**src/sv/simon_pkg.sv**
```systemverilog
// ----------------------------------------------------------------------------
// simon_pkg
// shared widths, round count, z2 constant sequence and the stage payload type
// ----------------------------------------------------------------------------
package simon_pkg;

    localparam int WORD_W      = 64;
    localparam int ROUND_COUNT = 68;
    localparam int Z2_LEN      = 62;

    localparam logic [Z2_LEN-1:0] Z2_SEQ = Z2_LEN'(64'h2BDC0D262847E5B3);

    localparam int CFG_INDEX_W = 1;

    localparam logic [CFG_INDEX_W-1:0] REG_KEY_LOW  = 1'd0;
    localparam logic [CFG_INDEX_W-1:0] REG_KEY_HIGH = 1'd1;

    typedef logic [WORD_W-1:0] word_t;

    // cipher halves and the two most recent round keys
    typedef struct packed {
        word_t x;
        word_t y;
        word_t kprev2;
        word_t kprev1;
    } stage_t;

    function automatic word_t rotl(input word_t v, input logic [5:0] s);
        rotl = (v << s) | (v >> (7'(WORD_W) - {1'b0, s}));
    endfunction

    function automatic word_t rotr(input word_t v, input logic [5:0] s);
        rotr = (v >> s) | (v << (7'(WORD_W) - {1'b0, s}));
    endfunction

endpackage

```
**src/sv/simon_round_stage.sv**
```systemverilog
// ----------------------------------------------------------------------------
// simon_round_stage
// one feistel round plus one key expansion step, registered
// ----------------------------------------------------------------------------
module simon_round_stage (
    input  logic              clk,
    input  logic              rst_n,
    input  logic              en,
    input  logic              in_valid,
    input  simon_pkg::stage_t in_data,
    input  logic              zbit,
    output logic              out_valid,
    output simon_pkg::stage_t out_data
);

    logic              valid_reg;
    simon_pkg::stage_t data_reg;
    simon_pkg::stage_t data_next;
    simon_pkg::word_t  t_rot;
    simon_pkg::word_t  t_mix;

    always_comb
    begin
        data_next.x = in_data.y
                    ^ (simon_pkg::rotl(in_data.x, 6'd1) & simon_pkg::rotl(in_data.x, 6'd8))
                    ^ simon_pkg::rotl(in_data.x, 6'd2)
                    ^ in_data.kprev2;
        data_next.y = in_data.x;

        t_rot = simon_pkg::rotr(in_data.kprev1, 6'd3);
        t_mix = t_rot ^ simon_pkg::rotr(t_rot, 6'd1);
        data_next.kprev2 = in_data.kprev1;
        data_next.kprev1 = ~in_data.kprev2 ^ t_mix
                         ^ {{(simon_pkg::WORD_W-1){1'b0}}, zbit}
                         ^ simon_pkg::WORD_W'(3);
    end

    always_ff @(posedge clk or negedge rst_n)
    begin
        if (!rst_n)
        begin
            valid_reg <= 1'b0;
        end
        else if (en)
        begin
            valid_reg <= in_valid;
        end
    end

    always_ff @(posedge clk)
    begin
        if (en)
        begin
            data_reg <= data_next;
        end
    end

    assign out_valid = valid_reg;
    assign out_data  = data_reg;

endmodule

```
**config.mk**
```make
export PLATFORM = sky130hd
export DESIGN_NAME = simon_round_stage
export DESIGN_NICKNAME = d
export VERILOG_FILES = /design/src/sv/simon_pkg.sv /design/src/sv/simon_round_stage.sv
export SDC_FILE = /design/constraint.sdc
export NUM_CORES = 1
export LEC_CHECK = 0
export BUFFER_PORTS_ARGS = -buffer_cell sky130_fd_sc_hd__buf_4
export CAP_MARGIN = 20
export CORE_AREA = 2 2 203 205
export DETAILED_ROUTE_END_ITERATION = 7
export DIE_AREA = 0 0 205 207
export PLACE_DENSITY_LB_ADDON = 0.12
export SLEW_MARGIN = 25
export SYNTH_ARGS = -nofsm -noshare
export SYNTH_HDL_FRONTEND = slang
export SYNTH_SLANG_ARGS = --single-unit
```
**constraint.sdc**
```tcl
create_clock -name clk -period 0.8 [get_ports clk]
set_input_delay 0.08 -clock clk [delete_from_list [all_inputs] [get_ports clk]]
set_output_delay 0.08 -clock clk [all_outputs]
set_load 0.01 [all_outputs]
```
# Word level (Yosys, flattened, before mapping)
# Cells that the tools add are included.
[totals]
register_bits = 257
output_inout_bits = 257
word_cells = 19
[classes]
bitwise_logic = 14
[op_table]
columns = ["cell", "count"]
rows = [
  ["64-bit bitwise XOR", 5],
  ["64-bit AND", 1],
  ["64-bit NOT", 1],
  ["61-bit by 64-bit OR with 64-bit output", 1],
  ["63-bit by 64-bit OR with 64-bit output", 1],
  ["64-bit by 1-bit OR with 64-bit output", 1],
  ["64-bit by 2-bit OR with 64-bit output", 1],
  ["64-bit by 8-bit OR with 64-bit output", 1],
  ["64-bit by 1-bit bitwise XOR with 64-bit output", 1],
  ["2-bit NOT", 1],
]

# Depth between registers and ports, before layout
# Gate-level depths: netlist (run 1).
[logic_depth]
word_depth = 6
mapped_depth = 2
ltp_nobuf = 2

# Worst setup path before layout (run 1)
# No wires, ideal clock.
[synth_timing]
path_kind = "register to register"
start = "reg, netlist name out_valid"
end = "reg valid_reg (netlist: out_valid)"
arrival_ns = 0.645
path_slack_ns = 0.031
path_stages_with_launch = 2
synth_period_minus_slack_ns = 0.769
path_cell_list = "dfrtp_1 > mux2_2"
[synth_lines]
columns = ["element", "line_no", "source"]
rows = [
  ["end signal, assigned", "simon_round_stage.sv:46", "valid_reg <= in_valid;"],
  ["end, declared", "simon_round_stage.sv:16", "logic valid_reg;"],
]

# Worst setup path after layout (run 1)
[layout_timing]
start = "reg data_reg (netlist bit out_data[207])"
end = "out out_data[207] in the netlist's numbering"
[layout_lines]
columns = ["element", "line_no", "source"]
rows = [
  ["start, declared", "simon_round_stage.sv:17", "simon_pkg::stage_t data_reg;"],
  ["start signal, assigned", "simon_round_stage.sv:54", "data_reg <= data_next;"],
  ["end, declared", "simon_round_stage.sv:13", "output simon_pkg::stage_t out_data"],
]
# No word-level cell between the ends.

==> impl_metrics.json, run 1 <==
{
  "die_w_um": 205,
  "cp-end-kind": "primary output",
  "vdd_ir_drop_max_mv": 1.590,
  "clock.fmax_ghz": 0.8235,
  "syn2layout_area_growth_pct": 86.23,
  "n_antenna_cell": 0,
  "arrival_ns": 1.13,
  "core_um2": 40370,
  "drc_errors": 0,
  "ys_seq_elements": 257,
  "startpoint": "out_data[207]",
  "htreeDepth": 1,
  "syn_inst": 579,
  "tritoncts": "built",
  "timing_worst_setup_path_type": "flip-flop to primary output",
  "slew_headroom": 0.7846,
  "status": "finished, violations left",
  "antenna_found_initial": 0,
  "netlist_area_um2": 11100,
  "synth.net_count": 840,
  "cts_buffer_depth": 3,
  "final_util": 0.5119,
  "rsz0062_at_grt": "yes",
  "cp_slowest_stage_delay_ns": 0.42,
  "drive_above_1_share": 0.4619,
  "grt_max_degree": 20,
  "grt_pass1_wl_mm": 56.15,
  "final_common_cell": "buf_4",
  "cp-start-kind": "flip-flop",
  "start_util": 0.2749,
  "hold_start": "in_data[135]",
  "gp_congestion": 0.8010,
  "drt_iter0_markers": 246,
  "worstMarginPinSlew_ns": 0.3221,
  "cp.depth": 1,
  "power.leakage_nw": 9.332,
  "holdPathStages": 3,
  "cp_data_required_time_ns": 0.72,
  "nFillCells": 3523,
  "clock-root-buffer": "clkbuf_16",
  "period_needed_ns": 1.214,
  "overflow": 0,
  "layout_common_cells": "buf_4 (335), edfxtp_1 (256), buf_6 (241)",
  "crit_chain": "buf_6",
  "yosysWarnings": 0,
  "die_h_um": 207,
  "violations": "negative hold slack, negative setup slack",
  "wl_mm": 39.27,
  "dp.final_hpwl_mm": 28.78,
  "synthDistinctLibCells": 7,
  "io_pins": 518,
  "path_buf_inv": 1,
  "path_delay_family": "flip-flops",
  "cts_made_buffers": 29,
  "hold-worst-slack_ns": -0.04392,
  "r2r-start": "out_valid",
  "timing.final.ws_setup_ns": -0.4144,
  "wl_per_cell_um": 19.89,
  "syn_area_per_cell_um2": 19.16,
  "fin_crit_sh": 1.518,
  "cp_max_fo": 1,
  "hp-class": "input port to flip-flop",
  "io_buffers": 517,
  "first_pass_iters": 4,
  "slowest_stage": "edfxtp_1",
  "tns_ns": -141.24,
  "reg2regPathDepth": 1,
  "insertion_delay_ns": 0.55,
  "maxCapViolations": 0,
  "setup_viol": 523,
  "fp-row-count": 74,
  "viasPerCell": 4.057,
  "skew_ns": 0,
  "slew_viol_final": 0,
  "finalHoldViolations": 51,
  "drtAntennaViolNets": 0,
  "power_density_nw_per_um2": 1904,
  "grtUsageTotal": 0.1793,
  "dieArea_um2": 42440,
  "clk_pin_slew_ns": 0.06,
  "nNetsFinal": 1681,
  "vias": 8008,
  "yosysSeqAreaShare": 0.6951,
  "clkSinkCount": 257,
  "grt_pass1_vias": 8535
}
## cells by family (layout without fill, tap and decap cells)
logic type,after synthesis,count (layout),share of synthesized area
and+or+nand+nor,64,64,0.02165
muxes,1,1,0.001015
xor gates and xnor gates,257,257,0.2823
buffers and inverters,0,863,0
DFF,257,257,0.6951
## through the flow
| stage | hold slack [ns] | power (mW) | cell area, µm² | std cells | worst slack, ns |
|---|---|---|---|---|---|
| after floorplan | -0.2156 | 20.12 | 11100 | 579 | 0.03060 |
| after global placement | -0.1444 | 25.25 | 16550 | 1719 | -0.1392 |
| after detailed placement | -0.1372 | 25.32 | 16550 | 1719 | -0.1846 |
| after CTS | -0.07946 | 39.57 | 20180 | 1981 | -0.4631 |
| after global routing | -0.05811 | 40.93 | 20660 | 1974 | -0.4612 |
| final | -0.04392 | 39.34 | 20660 | 1974 | -0.4144 |
## repair_timing
item | CTS | global route
hold buffers | 209 | 104
endpoints found under the setup margin | 257 | 543
buffers inserted | 0 | 0
endpoints found under the hold margin | 266 | 161
pin swaps | 0 | 62
resized for setup | 181 | 118
## tightest hold or removal path, stage by stage
cell and delay (ns):
buf_4 0.08, xor2_1 0.06, xnor3_1 0.18
## routing by layer
metal  global-route usage  vias to the layer above  routed length [µm]
met4              0.04217                        0                 598
met5                    0                        -                   0
li1                     -                     3769                   -
met3              0.05271                       40                3072
met2               0.3254                      264               20880
met1               0.2058                     3935               14720
## power by group
part / leakage (nW) / internal, mW / total [mW] / switching, mW
clock: 0.428 / 6.91 / 12.3 / 5.43
combinational: 6.39 / 5.88 / 9.57 / 3.68
sequential: 2.52 / 16.7 / 17.4 / 0.690
total: 9.33 / 29.5 / 39.3 / 9.80
## layout make-up
| type | instances | area, µm² | area share |
|---|---|---|---|
| Clock inverter | 20 | 120.1 | 0.005813 |
| Multi-Input combinational cell | 322 | 3613 | 0.1749 |
| Clock buffer | 33 | 740.7 | 0.03585 |
| Tap cell | 532 | 665.6 | 0.03221 |
| Timing Repair Buffer | 810 | 7811 | 0.3780 |
| Sequential cell | 257 | 7712 | 0.3732 |
## worst paths after layout
path	end	slack, ns
worst max-delay path	out_data[207]	-0.41
worst min-delay path	out_data[199]	-0.04
worst max register to register	out_valid	0.02
worst min register to register	out_valid	0.57
max in group asynchronous	out_valid	0.30
min in group asynchronous	out_valid	0.38
## synth_stat cells
| library cell | count | share of area |
|---|---|---|
| xnor2_1 | 66 | 0.052 |
| nand2_1 | 64 | 0.022 |
| mux2_2 | 1 | 0.0010 |
| xnor3_1 | 64 | 0.13 |
| edfxtp_1 | 256 | 0.69 |
| xor2_1 | 127 | 0.10 |
| dfrtp_1 | 1 | 0.0023 |
## registers in the layout, summed over array words and instances, names as in the netlist
register / count
out_valid: 1
out_data: 256
(Power assumes the default switching activity.)
==> run 2, diff against run 1 <==
- RECOVER_POWER: default -> 50
==> run 2 against run 1 <==
  * Sequential power about the same
  * Die area unchanged
  * Non-clock buffer count unchanged
  * Largest power group unchanged
  * Cell count unchanged
  * Total power decreased by 0.66%
  * Highest routed layer unchanged
  * Critical path type unchanged
  * Worst setup slack got worse by 0.0014 ns
  * The run still ends with negative hold slack, negative setup slack left
  * Count of clock-buffer cells in the layout unchanged
==> impl_metrics.json, run 2 (synthesis results as in run 1) <==
{
  "rrSetupSlack_ns": 0.02,
  "fin_crit_sh": 1.520,
  "cp-start-kind": "flip-flop",
  "start_util": 0.2749,
  "drtAntennaViolNets": 0,
  "viasPerCell": 4.085,
  "grt_pass1_vias": 8535,
  "dp_cells": 1719,
  "skew_ns": 0,
  "largest_register_ffs": 256,
  "wl_mm": 39.22,
  "nFillCells": 3637,
  "final_util": 0.5008,
  "hold-worst-slack_ns": -0.04498,
  "vias": 8064,
  "drc_errors": 0,
  "grt_max_degree": 20,
  "overflow": 0,
  "hold-path-endpoint": "out_data[199]",
  "syn2layout_area_growth_pct": 82.21,
  "die_w_um": 205,
  "die_h_um": 207,
  "crit_chain": "buf_6",
  "setup_viol": 536,
  "io_buffers": 517,
  "maxCapViolations": 0,
  "hp-class": "input port to flip-flop",
  "vdd_ir_drop_max_mv": 1.618,
  "dieArea_um2": 42440,
  "timing_worst_setup_path_type": "flip-flop to primary output",
  "htreeDepth": 1,
  "wl_per_cell_um": 19.87,
  "power_density_nw_per_um2": 1933,
  "final_cells": 1974,
  "n_antenna_cell": 0,
  "hold_start": "in_data[135]",
  "slowest_stage": "edfxtp_1",
  "cts_buffer_depth": 3,
  "cp_data_required_time_ns": 0.72,
  "timing.final.ws_setup_ns": -0.4157,
  "cts_setup_buffers": 0,
  "multi_input_area_um2": 3606,
  "clock-root-buffer": "clkbuf_16",
  "path_delay_family": "flip-flops",
  "power.leakage_nw": 8.845,
  "clock.fmax_ghz": 0.8225,
  "drive_above_1_share": 0.3842,
  "clkSinkCount": 257,
  "cts_made_buffers": 29,
  "finalHoldViolations": 49,
  "dpl_cell_area_um2": 16550,
  "first_pass_iters": 4,
  "insertion_delay_ns": 0.55,
  "dp.final_hpwl_mm": 28.78,
  "tritoncts": "built",
  "clk_pin_slew_ns": 0.06,
  "gp_congestion": 0.8010,
  "cp_slowest_stage_delay_ns": 0.42,
  "stdcell_area_um2": 20220,
  "violations": "negative hold slack, negative setup slack",
  "layout.area.seq_um2": 7712,
  "post-place-ws_ns": -0.1846,
  "slew_headroom": 0.7587,
  "cp-end-kind": "primary output",
  "worstMarginPinSlew_ns": 0.3619,
  "worst_r2r_endpoint": "out_valid",
  "period_needed_ns": 1.216,
  "slew_viol_final": 0,
  "holdPathStages": 3,
  "io_pins": 518,
  "drt_iter0_markers": 258,
  "path_buf_inv": 1,
  "r2r-start": "out_valid",
  "arrival_ns": 1.14,
  "rsz0062_at_grt": "yes",
  "core_um2": 40370,
  "nNetsFinal": 1681,
  "cp_max_fo": 1,
  "grtUsageTotal": 0.1793,
  "grt_pass1_wl_mm": 56.15,
  "status": "finished, violations left",
  "antenna_found_initial": 0,
  "layout_common_cells": "edfxtp_1 (256), buf_6 (241), buf_4 (224)",
  "fp-row-count": 74,
  "reg2regPathDepth": 1,
  "final_common_cell": "edfxtp_1"
}
==> run 2: where the power goes <==
group | switching, mW | total, mW | internal, mW
clock | 5.44 | 12.3 | 6.91
sequential | 0.690 | 17.4 | 16.7
combinational | 3.67 | 9.30 | 5.63
total | 9.80 | 39.1 | 29.3
==> run 2: metal layers <==
metal	part of all wire	vias to the layer above	global-route usage
met5	0	-	0
met4	0.015	0	0.04217
met2	0.53	276	0.3254
li1	-	3771	-
met3	0.079	39	0.05271
met1	0.37	3978	0.2058
==> run 2: what timing repair did <==
action                                 in CTS  in global routing
hold buffers                              209                104
setup endpoints to repair                 257                543
endpoints found under the hold margin     266                161
gates resized for setup                   181                118
cloned                                      0                  0
pin swaps                                   0                 62
==> run 2: metrics by stage <==
step                      hold WS [ns]  setup TNS, ns  power (mW)
after floorplan                -0.2156              0       20.12
after CTS                     -0.07946        -154.58       39.57
after global placement         -0.1444         -15.26       25.25
after detailed placement       -0.1372         -15.88       25.32
after global routing          -0.05811        -164.53       40.66
final                         -0.04498        -144.98       39.08
==> run 2: how the worst max path moves through the flow <==
| stage | startpoint | endpoint | slack [ns] | cells after the start |
|---|---|---|---|---|
| detailed placement | in_data[131] | out_data[195] | -0.18 | 3 |
| floorplan | out_valid | out_valid | 0.03 | 1 |
| global route | out_data[207] | out_data[207] | -0.46 | 1 |
| global placement | in_data[151] | out_data[215] | -0.14 | 3 |
| finish | out_data[207] | out_data[207] | -0.42 | 1 |
| CTS | out_data[207] | out_data[207] | -0.46 | 1 |
==> run 2: final cells by class <==
type | count | share of cell area
clock inverter | 20 | 0.005941
clock buffer | 33 | 0.03664
sequential | 257 | 0.3815
multi-input combinational | 322 | 0.1784
timing repair buffer | 810 | 0.3646
tap | 532 | 0.03292
==> run 3, diff against run 2 <==
- CELL_PAD_IN_SITES_DETAIL_PLACEMENT: default -> 1
- CELL_PAD_IN_SITES_GLOBAL_PLACEMENT: default -> 1
- CORE_AREA: 2 2 203 205 -> 2 2 201 203
- DIE_AREA: 0 0 205 207 -> 0 0 203 205
==> run 3 against run 2 <==
  * The run still ends with negative hold slack, negative setup slack left
  * Total power grew 0.79%
  * Worst setup slack improved by 0.0037 ns
  * Worst hold slack got worse by 0.0026 ns
  * Sequential cell count stayed put
  * Fmax increased by 0.31%
  * Critical path type unchanged
==> impl_metrics.json, run 3 (synthesis results as in run 1) <==
{
  "top_usage_layer": "met2",
  "nNetsFinal": 1673,
  "clk_pin_slew_ns": 0.06,
  "final_common_cell": "buf_4",
  "cts_made_buffers": 30,
  "hp-class": "input port to flip-flop",
  "cp_max_fo": 1,
  "use_met3": 0.04677,
  "dpl_cell_area_um2": 16330,
  "insertion_delay_ns": 0.56,
  "drive_above_1_share": 0.4472,
  "io_pins": 518,
  "setup_viol": 319,
  "clock.fmax_ghz": 0.8251,
  "antenna_found_initial": 1,
  "die_h_um": 205,
  "power_frac_clock": 0.315,
  "rsz0062_at_grt": "yes",
  "use_met1": 0.2209,
  "die_w_um": 203,
  "largest_register_ffs": 256,
  "grtUsageTotal": 0.1974,
  "stdcell_area_um2": 20470,
  "drtAntennaViolNets": 0,
  "tritoncts": "built",
  "finalHoldViolations": 39,
  "cp_slowest_stage_delay_ns": 0.42,
  "power.total_mw": 39.39,
  "wl_mm": 42.54,
  "overflow": 0,
  "core_um2": 39370,
  "vias": 8247,
  "grt_pass1_vias": 9057,
  "arrival_ns": 1.13,
  "switching_share": 0.2513,
  "cts_setup_buffers": 0,
  "dp.final_hpwl_mm": 29.79,
  "power.leakage_nw": 9.159,
  "fp-row-count": 73,
  "cts_buffer_depth": 3,
  "path_delay_family": "flip-flops",
  "fin_crit_sh": 1.515,
  "cp-end-kind": "primary output",
  "nFillCells": 3869,
  "tns_ns": -98.53,
  "crit_chain": "buf_6",
  "worstMarginPinSlew_ns": 0.4999,
  "period_needed_ns": 1.212,
  "startpoint": "out_data[105]",
  "clkSinkCount": 257,
  "start_util": 0.2819,
  "r2r-start": "out_valid",
  "drc_errors": 0,
  "maxCapViolations": 0,
  "gp_congestion": 0.7961,
  "internal_power_mw": 29.49,
  "power_density_nw_per_um2": 1924,
  "slowest_stage": "edfxtp_1",
  "slew_viol_final": 0,
  "clock-root-buffer": "clkbuf_16",
  "dp_cells": 1700,
  "htreeDepth": 1,
  "violations": "negative hold slack, negative setup slack",
  "hold_start": "in_data[131]",
  "power_switching_mw": 9.899,
  "syn2layout_area_growth_pct": 84.53,
  "timing_worst_setup_path_type": "flip-flop to primary output",
  "drt_iter0_markers": 306,
  "grt_max_degree": 36,
  "p_comb_frac": 0.242,
  "path_buf_inv": 1,
  "wl_per_cell_um": 21.74,
  "slew_headroom": 0.6667,
  "vdd_ir_drop_max_mv": 1.529,
  "grt_pass1_wl_mm": 60.20,
  "dieArea_um2": 41620,
  "io_buffers": 517,
  "first_pass_iters": 4,
  "seqPwrFrac": 0.443,
  "viasPerCell": 4.214,
  "cp-start-kind": "flip-flop",
  "use_met2": 0.3719,
  "final_cells": 1957,
  "hold-worst-slack_ns": -0.04755,
  "skew_ns": 0,
  "layout_common_cells": "buf_4 (306), buf_6 (264), edfxtp_1 (256)",
  "status": "finished, violations left",
  "cp_data_required_time_ns": 0.72,
  "timing.final.ws_setup_ns": -0.4120
}
## run 3: path summary, 6_finish.rpt
check                      slack (ns)  cells past startpoint            end
setup / recovery                -0.41                      1  out_data[105]
hold / removal                  -0.05                      3  out_data[195]
setup reg to reg                 0.05                      1      out_valid
hold reg to reg                  0.53                      1      out_valid
max in group asynchronous        0.34                      3      out_valid
min in group asynchronous        0.35                      3      out_valid
## run 3: power by group through the flow
stage,combinational [mW],clock (mW),sequential (mW)
floorplan,1.91,0,18.2
global placement,7.74,0,17.4
detailed placement,7.84,0,17.4
CTS,9.47,12.8,17.4
global route,10.1,13.3,17.6
finish,9.54,12.4,17.5
## run 3: final cells by class
class	count	area [µm²]	share of cell area
diodes	1	2.502	0.0001222
multi-input cells	322	3635	0.1775
clock inverters	14	60.06	0.002933
well taps	525	656.9	0.03208
repair buffers	801	7610	0.3717
clock buffers	37	798.3	0.03899
flip-flops and latches	257	7712	0.3767
## run 3: through the flow
step | hold WS, ns | setup WS, ns | utilization
after floorplan | -0.2156 | 0.03060 | -
after global placement | -0.1444 | -0.2984 | 0.4149
after detailed placement | -0.1434 | -0.2915 | 0.4149
after CTS | -0.07636 | -0.4574 | 0.5128
after global routing | -0.05134 | -0.4462 | 0.5201
final | -0.04755 | -0.4120 | 0.5201
## run 3: metal layers
metal / vias up / part of all wire
met2: 301 / 0.55
met5: - / 0
met3: 64 / 0.065
li1: 3744 / -
met4: 0 / 0.025
met1: 4138 / 0.36
## run 3: repair_timing
item / CTS / global route
endpoints found under the setup margin: 257 / 338
cloned: 0 / 0
gates resized for setup: 214 / 103
hold endpoints to repair: 260 / 159
hold buffers: 219 / 102
pin swaps: 0 / 61
